<file path="config.mk">
export PLATFORM = sky130hd
export DESIGN_NAME = signed_timestamp_add_sub
export DESIGN_NICKNAME = d
export VERILOG_FILES = /design/src/stsa_pkg.sv /design/src/stsa_compare.sv /design/src/stsa_ticks.sv /design/src/stsa_seconds.sv /design/src/signed_timestamp_add_sub.sv
export SDC_FILE = /design/constraint.sdc
export NUM_CORES = 1
export LEC_CHECK = 0
export BUFFER_PORTS_ARGS = -buffer_cell sky130_fd_sc_hd__buf_4
export CAP_MARGIN = 15
export CORE_MARGIN = 2
export CORE_UTILIZATION = 54
export CTS_CLUSTER_SIZE = 12
export DETAILED_ROUTE_END_ITERATION = 10
export GPL_ROUTABILITY_DRIVEN = 1
export HOLD_SLACK_MARGIN = 0.05
export PLACE_DENSITY = 0.86
export SYNTH_ARGS = -nofsm -noshare
export SYNTH_HDL_FRONTEND = slang
export SYNTH_SLANG_ARGS = --single-unit
</file>
<file path="constraint.sdc">
create_clock -name clk -period 4.75 [get_ports clk]
set_input_delay 0.475 -clock clk [delete_from_list [all_inputs] [get_ports clk]]
set_output_delay 0.475 -clock clk [all_outputs]
set_load 0.03 [all_outputs]
</file>
<file path="src/stsa_pkg.sv">
// Types and constants for the signed timestamp adder/subtractor.
`timescale 1ns / 1ps

package stsa_pkg;

  localparam int SEC_W      = 32;
  localparam int TICK_W     = 16;
  // ticks plus headroom for sums and the wrap constant (up to 65536)
  localparam int TICK_EXT_W = TICK_W + 2;

  typedef struct packed {
    logic              mode;
    logic              a_negative;
    logic [SEC_W-1:0]  a_seconds;
    logic [TICK_W-1:0] a_ticks;
    logic              b_negative;
    logic [SEC_W-1:0]  b_seconds;
    logic [TICK_W-1:0] b_ticks;
  } in_item_t;

  typedef struct packed {
    logic              res_negative;
    logic [SEC_W-1:0]  res_seconds;
    logic [TICK_W-1:0] res_ticks;
    logic              bad_input;
  } out_item_t;

  // after range check and magnitude compare
  typedef struct packed {
    logic              bad;
    logic              same_sign;
    logic              a_larger;
    logic              a_neg;
    logic              b_neg;
    logic [SEC_W-1:0]  a_sec;
    logic [TICK_W-1:0] a_tick;
    logic [SEC_W-1:0]  b_sec;
    logic [TICK_W-1:0] b_tick;
  } s1_t;

  // after tick arithmetic
  typedef struct packed {
    logic              bad;
    logic              same_sign;
    logic              res_neg;
    logic              tick_cy;   // carry on add, borrow on subtract
    logic [SEC_W-1:0]  large_sec;
    logic [SEC_W-1:0]  small_sec;
    logic [TICK_W-1:0] res_tick;
  } s2_t;

endpackage

</file>
<file path="src/stsa_compare.sv">
// Stage 1: tick range check, effective sign and magnitude compare.
`timescale 1ns / 1ps

module stsa_compare #(
  parameter int TICKS_PER_SECOND = 2000
) (
  input  logic              clk,
  input  logic              rst_n,
  input  logic              valid_i,
  input  stsa_pkg::in_item_t item_i,
  output logic              valid_o,
  output stsa_pkg::s1_t     stage_o
);

  localparam logic [stsa_pkg::TICK_EXT_W-1:0] TPS =
    stsa_pkg::TICK_EXT_W'(TICKS_PER_SECOND);

  logic          valid_r;
  stsa_pkg::s1_t stage_r, stage_nxt;
  logic          b_eff;

  always_comb begin
    b_eff = item_i.b_negative ^ item_i.mode;
    stage_nxt.bad = ({2'b00, item_i.a_ticks} >= TPS) || ({2'b00, item_i.b_ticks} >= TPS);
    stage_nxt.same_sign = (item_i.a_negative == b_eff);
    stage_nxt.a_larger  = (item_i.a_seconds > item_i.b_seconds) ||
                          ((item_i.a_seconds == item_i.b_seconds) &&
                           (item_i.a_ticks > item_i.b_ticks));
    stage_nxt.a_neg  = item_i.a_negative;
    stage_nxt.b_neg  = b_eff;
    stage_nxt.a_sec  = item_i.a_seconds;
    stage_nxt.a_tick = item_i.a_ticks;
    stage_nxt.b_sec  = item_i.b_seconds;
    stage_nxt.b_tick = item_i.b_ticks;
  end

  always_ff @(posedge clk) begin
    if (!rst_n) begin
      valid_r <= 1'b0;
    end else begin
      valid_r <= valid_i;
    end
  end

  always_ff @(posedge clk) begin
    stage_r <= stage_nxt;
  end

  assign valid_o = valid_r;
  assign stage_o = stage_r;

endmodule

</file>
<file path="src/stsa_ticks.sv">
// Stage 2: operand ordering and tick add/subtract with carry or borrow.
`timescale 1ns / 1ps

module stsa_ticks #(
  parameter int TICKS_PER_SECOND = 2000
) (
  input  logic          clk,
  input  logic          rst_n,
  input  logic          valid_i,
  input  stsa_pkg::s1_t stage_i,
  output logic          valid_o,
  output stsa_pkg::s2_t stage_o
);

  localparam int EW = stsa_pkg::TICK_EXT_W;
  localparam logic [EW-1:0] TPS = EW'(TICKS_PER_SECOND);

  logic          valid_r;
  stsa_pkg::s2_t stage_r, stage_nxt;
  logic [EW-1:0] lt, st, sum, diff;

  always_comb begin
    lt = stage_i.a_larger ? {2'b00, stage_i.a_tick} : {2'b00, stage_i.b_tick};
    st = stage_i.a_larger ? {2'b00, stage_i.b_tick} : {2'b00, stage_i.a_tick};
    sum  = lt + st;
    diff = lt - st;

    stage_nxt.bad       = stage_i.bad;
    stage_nxt.same_sign = stage_i.same_sign;
    stage_nxt.large_sec = stage_i.a_larger ? stage_i.a_sec : stage_i.b_sec;
    stage_nxt.small_sec = stage_i.a_larger ? stage_i.b_sec : stage_i.a_sec;

    if (stage_i.same_sign) begin
      stage_nxt.res_neg  = stage_i.a_neg;
      stage_nxt.tick_cy  = (sum >= TPS);
      stage_nxt.res_tick = stage_nxt.tick_cy ? stsa_pkg::TICK_W'(sum - TPS)
                                             : stsa_pkg::TICK_W'(sum);
    end else begin
      stage_nxt.res_neg  = stage_i.a_larger ? stage_i.a_neg : stage_i.b_neg;
      stage_nxt.tick_cy  = (lt < st);
      // on borrow, diff wraps; adding the tick limit brings it back in range
      stage_nxt.res_tick = stage_nxt.tick_cy ? stsa_pkg::TICK_W'(diff + TPS)
                                             : stsa_pkg::TICK_W'(diff);
    end
  end

  always_ff @(posedge clk) begin
    if (!rst_n) begin
      valid_r <= 1'b0;
    end else begin
      valid_r <= valid_i;
    end
  end

  always_ff @(posedge clk) begin
    stage_r <= stage_nxt;
  end

  assign valid_o = valid_r;
  assign stage_o = stage_r;

endmodule

</file>
<file path="src/stsa_seconds.sv">
// Stage 3: seconds add/subtract, zero sign fix and bad-input override.
`timescale 1ns / 1ps

module stsa_seconds (
  input  logic                clk,
  input  logic                rst_n,
  input  logic                valid_i,
  input  stsa_pkg::s2_t       stage_i,
  output logic                valid_o,
  output stsa_pkg::out_item_t item_o
);

  logic                        valid_r;
  stsa_pkg::out_item_t         item_r, item_nxt;
  logic [stsa_pkg::SEC_W-1:0]  sec;

  always_comb begin
    if (stage_i.same_sign) begin
      sec = stage_i.large_sec + stage_i.small_sec +
            {{(stsa_pkg::SEC_W-1){1'b0}}, stage_i.tick_cy};
    end else begin
      sec = stage_i.large_sec - stage_i.small_sec -
            {{(stsa_pkg::SEC_W-1){1'b0}}, stage_i.tick_cy};
    end

    if (stage_i.bad) begin
      item_nxt.res_negative = 1'b0;
      item_nxt.res_seconds  = '0;
      item_nxt.res_ticks    = '0;
      item_nxt.bad_input    = 1'b1;
    end else begin
      // zero is always reported positive
      item_nxt.res_negative = stage_i.res_neg && ((sec != '0) || (stage_i.res_tick != '0));
      item_nxt.res_seconds  = sec;
      item_nxt.res_ticks    = stage_i.res_tick;
      item_nxt.bad_input    = 1'b0;
    end
  end

  always_ff @(posedge clk) begin
    if (!rst_n) begin
      valid_r <= 1'b0;
    end else begin
      valid_r <= valid_i;
    end
  end

  always_ff @(posedge clk) begin
    item_r <= item_nxt;
  end

  assign valid_o = valid_r;
  assign item_o  = item_r;

endmodule

</file>
<file path="src/signed_timestamp_add_sub.sv">
// Top level: three-stage signed timestamp adder/subtractor.
//
//  channel  | handshake          | payload
//  ---------+--------------------+--------------------------
//  input    | start / busy       | in_data  (in_item_t)
//  result   | out_valid (strobe) | out_data (out_item_t)
//
// The pipeline takes one item per cycle through its stages, in order:
// range check and compare, tick arithmetic, seconds arithmetic, each one
// register stage. busy is high only while rst_n is low; a synchronous reset
// clears the stage valid bits. The result is shown for one cycle and the
// pipeline never stalls.
`timescale 1ns / 1ps

module signed_timestamp_add_sub #(
  parameter int TICKS_PER_SECOND = 2000
) (
  input  logic                clk,
  input  logic                rst_n,
  input  logic                start,
  output logic                busy,
  input  stsa_pkg::in_item_t  in_data,
  output logic                out_valid,
  output stsa_pkg::out_item_t out_data
);

  logic          v1, v2;
  stsa_pkg::s1_t s1;
  stsa_pkg::s2_t s2;

  assign busy = ~rst_n;

  stsa_compare #(
    .TICKS_PER_SECOND(TICKS_PER_SECOND)
  ) u_compare (
    .clk    (clk),
    .rst_n  (rst_n),
    .valid_i(start && !busy),
    .item_i (in_data),
    .valid_o(v1),
    .stage_o(s1)
  );

  stsa_ticks #(
    .TICKS_PER_SECOND(TICKS_PER_SECOND)
  ) u_ticks (
    .clk    (clk),
    .rst_n  (rst_n),
    .valid_i(v1),
    .stage_i(s1),
    .valid_o(v2),
    .stage_o(s2)
  );

  stsa_seconds u_seconds (
    .clk    (clk),
    .rst_n  (rst_n),
    .valid_i(v2),
    .stage_i(s2),
    .valid_o(out_valid),
    .item_o (out_data)
  );

endmodule

</file>
==> results of run 1 <==
## state kept, by name, indices dropped and copies added (netlist names)
name	flops
u_ticks.valid_o	1
u_ticks.stage_o	84
u_compare.stage_o	101
u_seconds.valid_o	1
u_compare.valid_o	1
u_seconds.item_o	50
## per-stage QoR
step | area, um^2 | setup WS (ps) | utilization, % | TNS, ps | instances
2_1_floorplan | 14690 | 136.4 | - | 0 | 1653
3_3_place_gp | 16120 | 457.8 | 60.14 | 0 | 2102
3_5_place_dp | 16120 | 312.8 | 60.14 | 0 | 2102
4_1_cts | 17710 | 279.4 | 66.09 | 0 | 2217
5_1_grt | 17760 | -11.38 | 66.25 | -11.38 | 2224
6_report | 17760 | 307.5 | 66.26 | 0 | 2225
## path summary, 6_finish.rpt
kind                                  startpoint                             to  slack [ps]  cells after the start
setup / recovery   u_compare.stage_o[98]$_DFF_P_     u_ticks.stage_o[9]$_DFF_P_         310                     15
hold / removal                       in_data[25]  u_compare.stage_o[25]$_DFF_P_          60                      1
setup reg to reg   u_compare.stage_o[98]$_DFF_P_     u_ticks.stage_o[9]$_DFF_P_         310                     15
hold reg to reg   u_compare.stage_o[100]$_DFF_P_    u_ticks.stage_o[83]$_DFF_P_         330                      0
## kinds of logic after synthesis
logic type,after synthesis
compound gates,365
simple gates,427
xor+xnor,82
fa+ha+maj,178
flops,238
mux,115
buf+inv,248
## routing by layer
layer / part of all wire, % / track usage, % / up-vias
met4: 6.9 / 18.78 / 0
met3: 7.1 / 5.120 / 241
met2: 48 / 52.39 / 695
met1: 38 / 33.47 / 6265
li1: - / - / 6247
met5: 0 / 0 / -
## cells in the mapped netlist, types with 8 or more instances
library cell and instances:
clkbuf_1 35, xor2_1 21, ha_1 172, nor2_1 101
or2_2 10, nor4_1 18, nor3_1 32, mux2_2 82
o211ai_1 17, nor2b_1 43, buf_1 9, a221oi_1 8
xnor2_1 61, a31oi_1 16, a21oi_1 82, dfxtp_1 238
nand2b_1 23, and2_1 19, o31ai_1 16, inv_1 193
o21a_1 27, nand2_1 71, buf_2 8, nand4_1 31
a211oi_1 26, nand3_1 33, mux2i_1 33, a21o_1 28
o21ai_0 58
## worst max-delay path: stages (launching register included)
cell	delay, ps
dfxtp_4	530
mux2i_2	380
inv_1	120
ha_1	310
nand2b_1	160
a221o_1	370
a21oi_1	170
nor2_1	60
xnor2_1	330
ha_1	320
inv_1	110
a41oi_1	260
nand3b_1	220
or3_1	520
a311oi_1	340
a211oi_1	80
## area by class of cell
| type | instances | area (um^2) | share of cell area, % |
|---|---|---|---|
| clock inverters | 7 | 130.1 | 0.7328 |
| diodes | 5 | 12.51 | 0.07046 |
| multi-input cells | 1167 | 8985 | 50.60 |
| clock buffers | 32 | 703.2 | 3.960 |
| well taps | 341 | 426.7 | 2.403 |
| repair buffers | 240 | 1999 | 11.26 |
| inverters | 195 | 732.0 | 4.122 |
| flip-flops and latches | 238 | 4770 | 26.86 |
## power by group
group | switching [mW] | total (mW) | internal (mW)
sequential | 0.126 | 2.31 | 2.19
clock | 0.807 | 2.01 | 1.20
combinational | 1.94 | 3.29 | 1.35
total | 2.87 | 7.60 | 4.74
## what timing repair did
| item | in CTS | in global routing |
|---|---|---|
| hold buffers | 76 | 3 |
| setup endpoints to repair | 0 | 5 |
| endpoints found under the hold margin | 76 | 3 |
| resized for setup | 0 | 1 |
==> summary.txt, run 1 <==
Synth
  – Ys async rst share: 0%
  – Largest area contributor in the synthesized netlist: dfxtp_1
  – Adder-Cell Fraction of Synth Area: 15.47%
  – Ys Warns: 0
  – Cells after synthesis: 1653
  – Main synth FF type: dfxtp_1
  – Synthesized cell area: 14690 um^2
  – Avg Inst Size Synth: 8.887 um^2
  – Compound-cell area share of the yosys netlist: 17.05%
  – Synth top area cells: dfxtp_1 32%, ha_1 15%, mux2_2 6.3%
  – Mapped Nets: 1933
  – Multiplexer share of the synthesized area: 8.534%
  – XOR/XNOR Fraction of Synth Area: 4.889%
  – Seq/Total Area, Yosys: 32.43%
  – Synth top area share: 32.43%
  – Yosys cell types: 78
  – EDFF count, synth: 0
  – Simple-Gate Fraction of Synth Area: 15.19%
  – Combinational family with the most area after synthesis: compound AO/OA/AOI/OAI gates
  – #FFs+latches synth: 238

Floorplan
  – Die height: 168.9 um
  – DIE AREA: 28540 um^2
  – Cell Rows: 60
  – IO Pins: 154
  – Core Footprint: 26800 um^2
  – Initial Utilization: 54.81%
  – Die width: 168.9 um

Clock tree
  – H-tree Lvls: 1
  – Clock latency on the worst-skew pair: 550 ps
  – CTS tree: done
  – Clock Sinks: 238
  – CTS Buffer Depth: 3
  – Root buf cell: clkbuf_16
  – Post-CTS Setup Inserts: 0
  – Clock-pin slew on the worst setup and hold paths: 60 ps
  – TritonCTS Buffers: 26

Routing
  – Initial drt markers: 1077
  – Vias per cell: 6.044
  – DR WL/cell: 19.56 um
  – Routed WL: 43530 um
  – DRT Pass-1 Iters: 7
  – Residual DRC count: 0
  – Vias post-DR: 13450
  – ANT nets after route: 0

Global routing
  – Remaining Overflow, GRT: 0
  – Initial antenna violation count: 4
  – Vias in the first global route: 13680
  – GRT Util Overall: 29.79%
  – First-pass GRT wire length: 68650 um
  – Largest net degree at the start of global routing: 46

Placed design
  – IO buf count: 153
  – DP Wirelength: 29620 um
  – Final Wtd Congestion: 0.9960

Timing
  – Worst hold slack: 58.50 ps
  – Endpoints failing hold: 0
  – Post-route minimum period: 4442 ps
  – Final setup viols: 0
  – Worst Tran Pin Value: 805.9 ps
  – Fmax: 0.2251 GHz
  – Part of the cycle the worst path needs: 93.53%
  – Fin. max-slew vios: 0
  – Slew margin rel.: 46.27%
  – Clk_skew: 15.77 ps

Worst setup path
  – Setup CP Type: register to register
  – Crit path arrival time: 4840 ps
  – Crit path required time: 5150 ps
  – Setup crit end kind: register
  – Crit Path Max Fanout: 22
  – CP Launch Type: register

Cells and area
  – Layout cells sized above 1: 16.34%
  – # nets final: 2148
  – Commonest non-fill, non-tap cell in the layout: dfxtp_1
  – Most frequent cells in the layout: 236 x dfxtp_1, 193 x inv_1, 172 x ha_1
  – FILL cells: 1959
  – Layout Area Growth over Synthesis: 20.88%

Power
  – Final Power: 7.605 mW
  – PD cells: 428.2 nW/um^2
  – Peak supply drop: 0.2887 mV
  – Leakage: 8.077 nW

Status
  – Outcome: completed

Hold path
  – Worst min-delay path class: input port to register

Job
  – Max cap viols: 0
No activity file was read; power rests on OpenSTA's default activity.
==> inputs of run 2 (changes only) <==
- CORE_ASPECT_RATIO: default -> 0.8
- CORE_UTILIZATION: 54 -> 60
- CTS_CLUSTER_DIAMETER: default -> 200
- PLACE_DENSITY: 0.86 -> 0.9
- clock period: 4.75 -> 5 ns (I/O delays scaled with it)
==> summary.txt, run 2 (same netlist as run 1, synthesis figures left out) <==
Clock tree
  – Post-CTS Setup Inserts: 0 (unchanged)
  – Clock latency on the worst-skew pair: 530 ps (was 550 ps)
  – Root buf cell: clkbuf_16 (unchanged)
  – CTS tree: done (unchanged)
  – H-tree Lvls: 1 (unchanged)
  – Clock-pin slew on the worst setup and hold paths: 60 ps (about the same)
  – Post-CTS sizing: 0 (unchanged)
  – Number of hold buffers added after cts: 0 (was 76)
  – CTS Buffer Depth: 3 (unchanged)
  – Clock Sinks: 238 (unchanged)
  – TritonCTS Buffers: 23 (was 26)

Floorplan
  – DIE AREA: 25760 um^2 (was 28540 um^2)
  – Die width: 178.9 um (was 168.9 um)
  – Cell Rows: 51 (was 60)
  – Die height: 144.0 um (was 168.9 um)
  – Core Footprint: 24180 um^2 (was 26800 um^2)
  – IO Pins: 154 (unchanged)
  – Initial Utilization: 60.74% (was 54.81%)

Cells and area
  – Register area: 4768 um^2 (was 4770 um^2)
  – Multi-input logic area: 8981 um^2 (was 8985 um^2)
  – Diode count: 0 (was 5)
  – FILL cells: 1855 (was 1959)
  – Commonest non-fill, non-tap cell in the layout: dfxtp_1 (unchanged)
  – Most frequent cells in the layout: 237 x dfxtp_1, 193 x inv_1, 172 x ha_1 (was 236 x dfxtp_1, 193 x inv_1, 172 x ha_1)
  – Post-route cell area: 16690 um^2 (was 17760 um^2)
  – Layout cells sized above 1: 16.36% (was 16.34%)
  – Max FFs per register: 101 (unchanged)
  – # nets final: 2064 (was 2148)
  – Fin util: 68.99% (was 66.26%)
  – Layout Area Growth over Synthesis: 13.58% (was 20.88%)

Timing
  – Post-route minimum period: 4461 ps (was 4442 ps)
  – Setup_tns: 0 ps (unchanged)
  – Clk_skew: 27.34 ps (was 15.77 ps)
  – Final setup viols: 0 (unchanged)
  – Slew margin rel.: 39.87% (was 46.27%)
  – Worst Tran Pin Value: 900.8 ps (was 805.9 ps)
  – RSZ-0062 raised after global routing: no
  – Part of the cycle the worst path needs: 89.21% (was 93.53%)
  – Fin. max-slew vios: 0 (unchanged)
  – Fmax: 0.2242 GHz (was 0.2251 GHz)
  – Endpoints failing hold: 0 (unchanged)

Worst setup path
  – Slowest cell delay on critical path: 510 ps (was 530 ps)
  – Crit Path Max Fanout: 16 (was 22)
  – CP Launch Type: register (unchanged)
  – Setup crit end kind: register (unchanged)
  – Crit path required time: 5380 ps (was 5150 ps)
  – Worst path cell trace: mux2i_1 -> inv_1 -> ha_1 -> nand2b_1 -> a221o_1 -> a21oi_1 -> nor2_1 -> xnor2_1 -> ha_1 -> inv_1 -> a41oi_1 -> nand3b_1 -> or3_1 -> a311oi_1 -> a211oi_1 (was mux2i_2 -> inv_1 -> ha_1 -> nand2b_1 -> a221o_1 -> a21oi_1 -> nor2_1 -> xnor2_1 -> ha_1 -> inv_1 -> a41oi_1 -> nand3b_1 -> or3_1 -> a311oi_1 -> a211oi_1)
  – CP max stage cell: or3_1 (was dfxtp_4)
  – Setup CP Type: register to register (unchanged)
  – Crit path arrival time: 4850 ps (was 4840 ps)

Routing
  – Initial drt markers: 1443 (was 1077)
  – Residual DRC count: 0 (unchanged)
  – DR WL/cell: 19.02 um (was 19.56 um)
  – Vias post-DR: 12780 (was 13450)
  – DRT Pass-1 Iters: 5 (was 7)
  – Routed WL: 40010 um (was 43530 um)
  – Vias per cell: 6.078 (was 6.044)
  – ANT nets after route: 0 (unchanged)

Hold path
  – Worst min-delay path class: input port to register (unchanged)

Power
  – Leakage: 7.640 nW (was 8.077 nW)
  – PD cells: 410.0 nW/um^2 (was 428.2 nW/um^2)
  – Peak supply drop: 0.2664 mV (was 0.2887 mV)
  – Final Power: 6.841 mW (was 7.605 mW)

Global routing
  – Vias in the first global route: 12260 (was 13680)
  – GRT Util Overall: 30.62% (was 29.79%)
  – Largest net degree at the start of global routing: 63 (was 46)
  – Remaining Overflow, GRT: 0 (unchanged)
  – First-pass GRT wire length: 63050 um (was 68650 um)
  – Initial antenna violation count: 0 (was 4)

Status
  – Outcome: completed (unchanged)

Job
  – Max cap viols: 0 (unchanged)

Placed design
  – Final Wtd Congestion: 0.9834 (was 0.9960)
  – IO buf count: 153 (unchanged)
  – DP Wirelength: 31410 um (was 29620 um)
  – Placed inst area: 16070 um^2 (was 16120 um^2)
==> run 2: cell count changes in the layout (fill, tap and decap cells not counted), moves of 2 or more <==
| cell | delta |
|---|---|
| clkinvlp_4 | -2 |
| clkbuf_1 | -2 |
| buf_4 | -2 |
| diode_2 | -5 |
| dlygate4sd3_1 | -79 |
| clkbuf_16 | -3 |
| clkbuf_8 | -2 |
| bufinv_16 | -3 |
==> run 2: final cells by class <==
cell class / instances / share of cell area [%]
timing repair buffer: 159 / 7.154
inverter: 195 / 4.387
multi-input combinational: 1167 / 53.82
sequential: 238 / 28.58
clock buffer: 25 / 3.554
tap: 318 / 2.385
clock inverter: 1 / 0.1200
==> run 2: final timing paths <==
path                                        from                            end  slack (ps)  cells after the start
setup / recovery   u_compare.stage_o[98]$_DFF_P_     u_ticks.stage_o[9]$_DFF_P_         540                     15
hold / removal                       in_data[43]  u_compare.stage_o[43]$_DFF_P_          80                      1
setup reg to reg   u_compare.stage_o[98]$_DFF_P_     u_ticks.stage_o[9]$_DFF_P_         540                     15
hold reg to reg   u_compare.stage_o[100]$_DFF_P_    u_ticks.stage_o[83]$_DFF_P_         440                      0
==> run 2: power by group <==
group          internal (mW)  switching, mW
clock                  0.835          0.693
combinational           1.24           1.86
sequential              2.08          0.137
total                   4.15           2.69
==> run 2: layer usage <==
metal	global-route usage [%]	up-vias	part of all wire, %
met5	0	-	0
met4	7.959	0	2.6
met3	6.534	88	10
met2	46.15	689	42
met1	44.22	5948	46
li1	-	6058	-
==> run 2: worst max-delay path: cells and delay by family, from the launching register on <==
kind	cells	cell delay (ps)
compound gates	5	1200
xor+xnor	1	330
fa+ha+maj	2	620
buf+inv	2	240
flops	1	480
mux	1	480
simple gates	4	960
==> run 2: metrics by stage <==
stage / instances / hold WS, ps / worst slack (ps)
5_1_grt: 2103 / 66.02 / 177.9
4_1_cts: 2103 / 67.60 / 561.9
3_5_place_dp: 2077 / 395.0 / 618.3
6_report: 2103 / 80.78 / 539.3
2_1_floorplan: 1653 / 309.6 / 386.4
3_3_place_gp: 2077 / 403.5 / 746.9
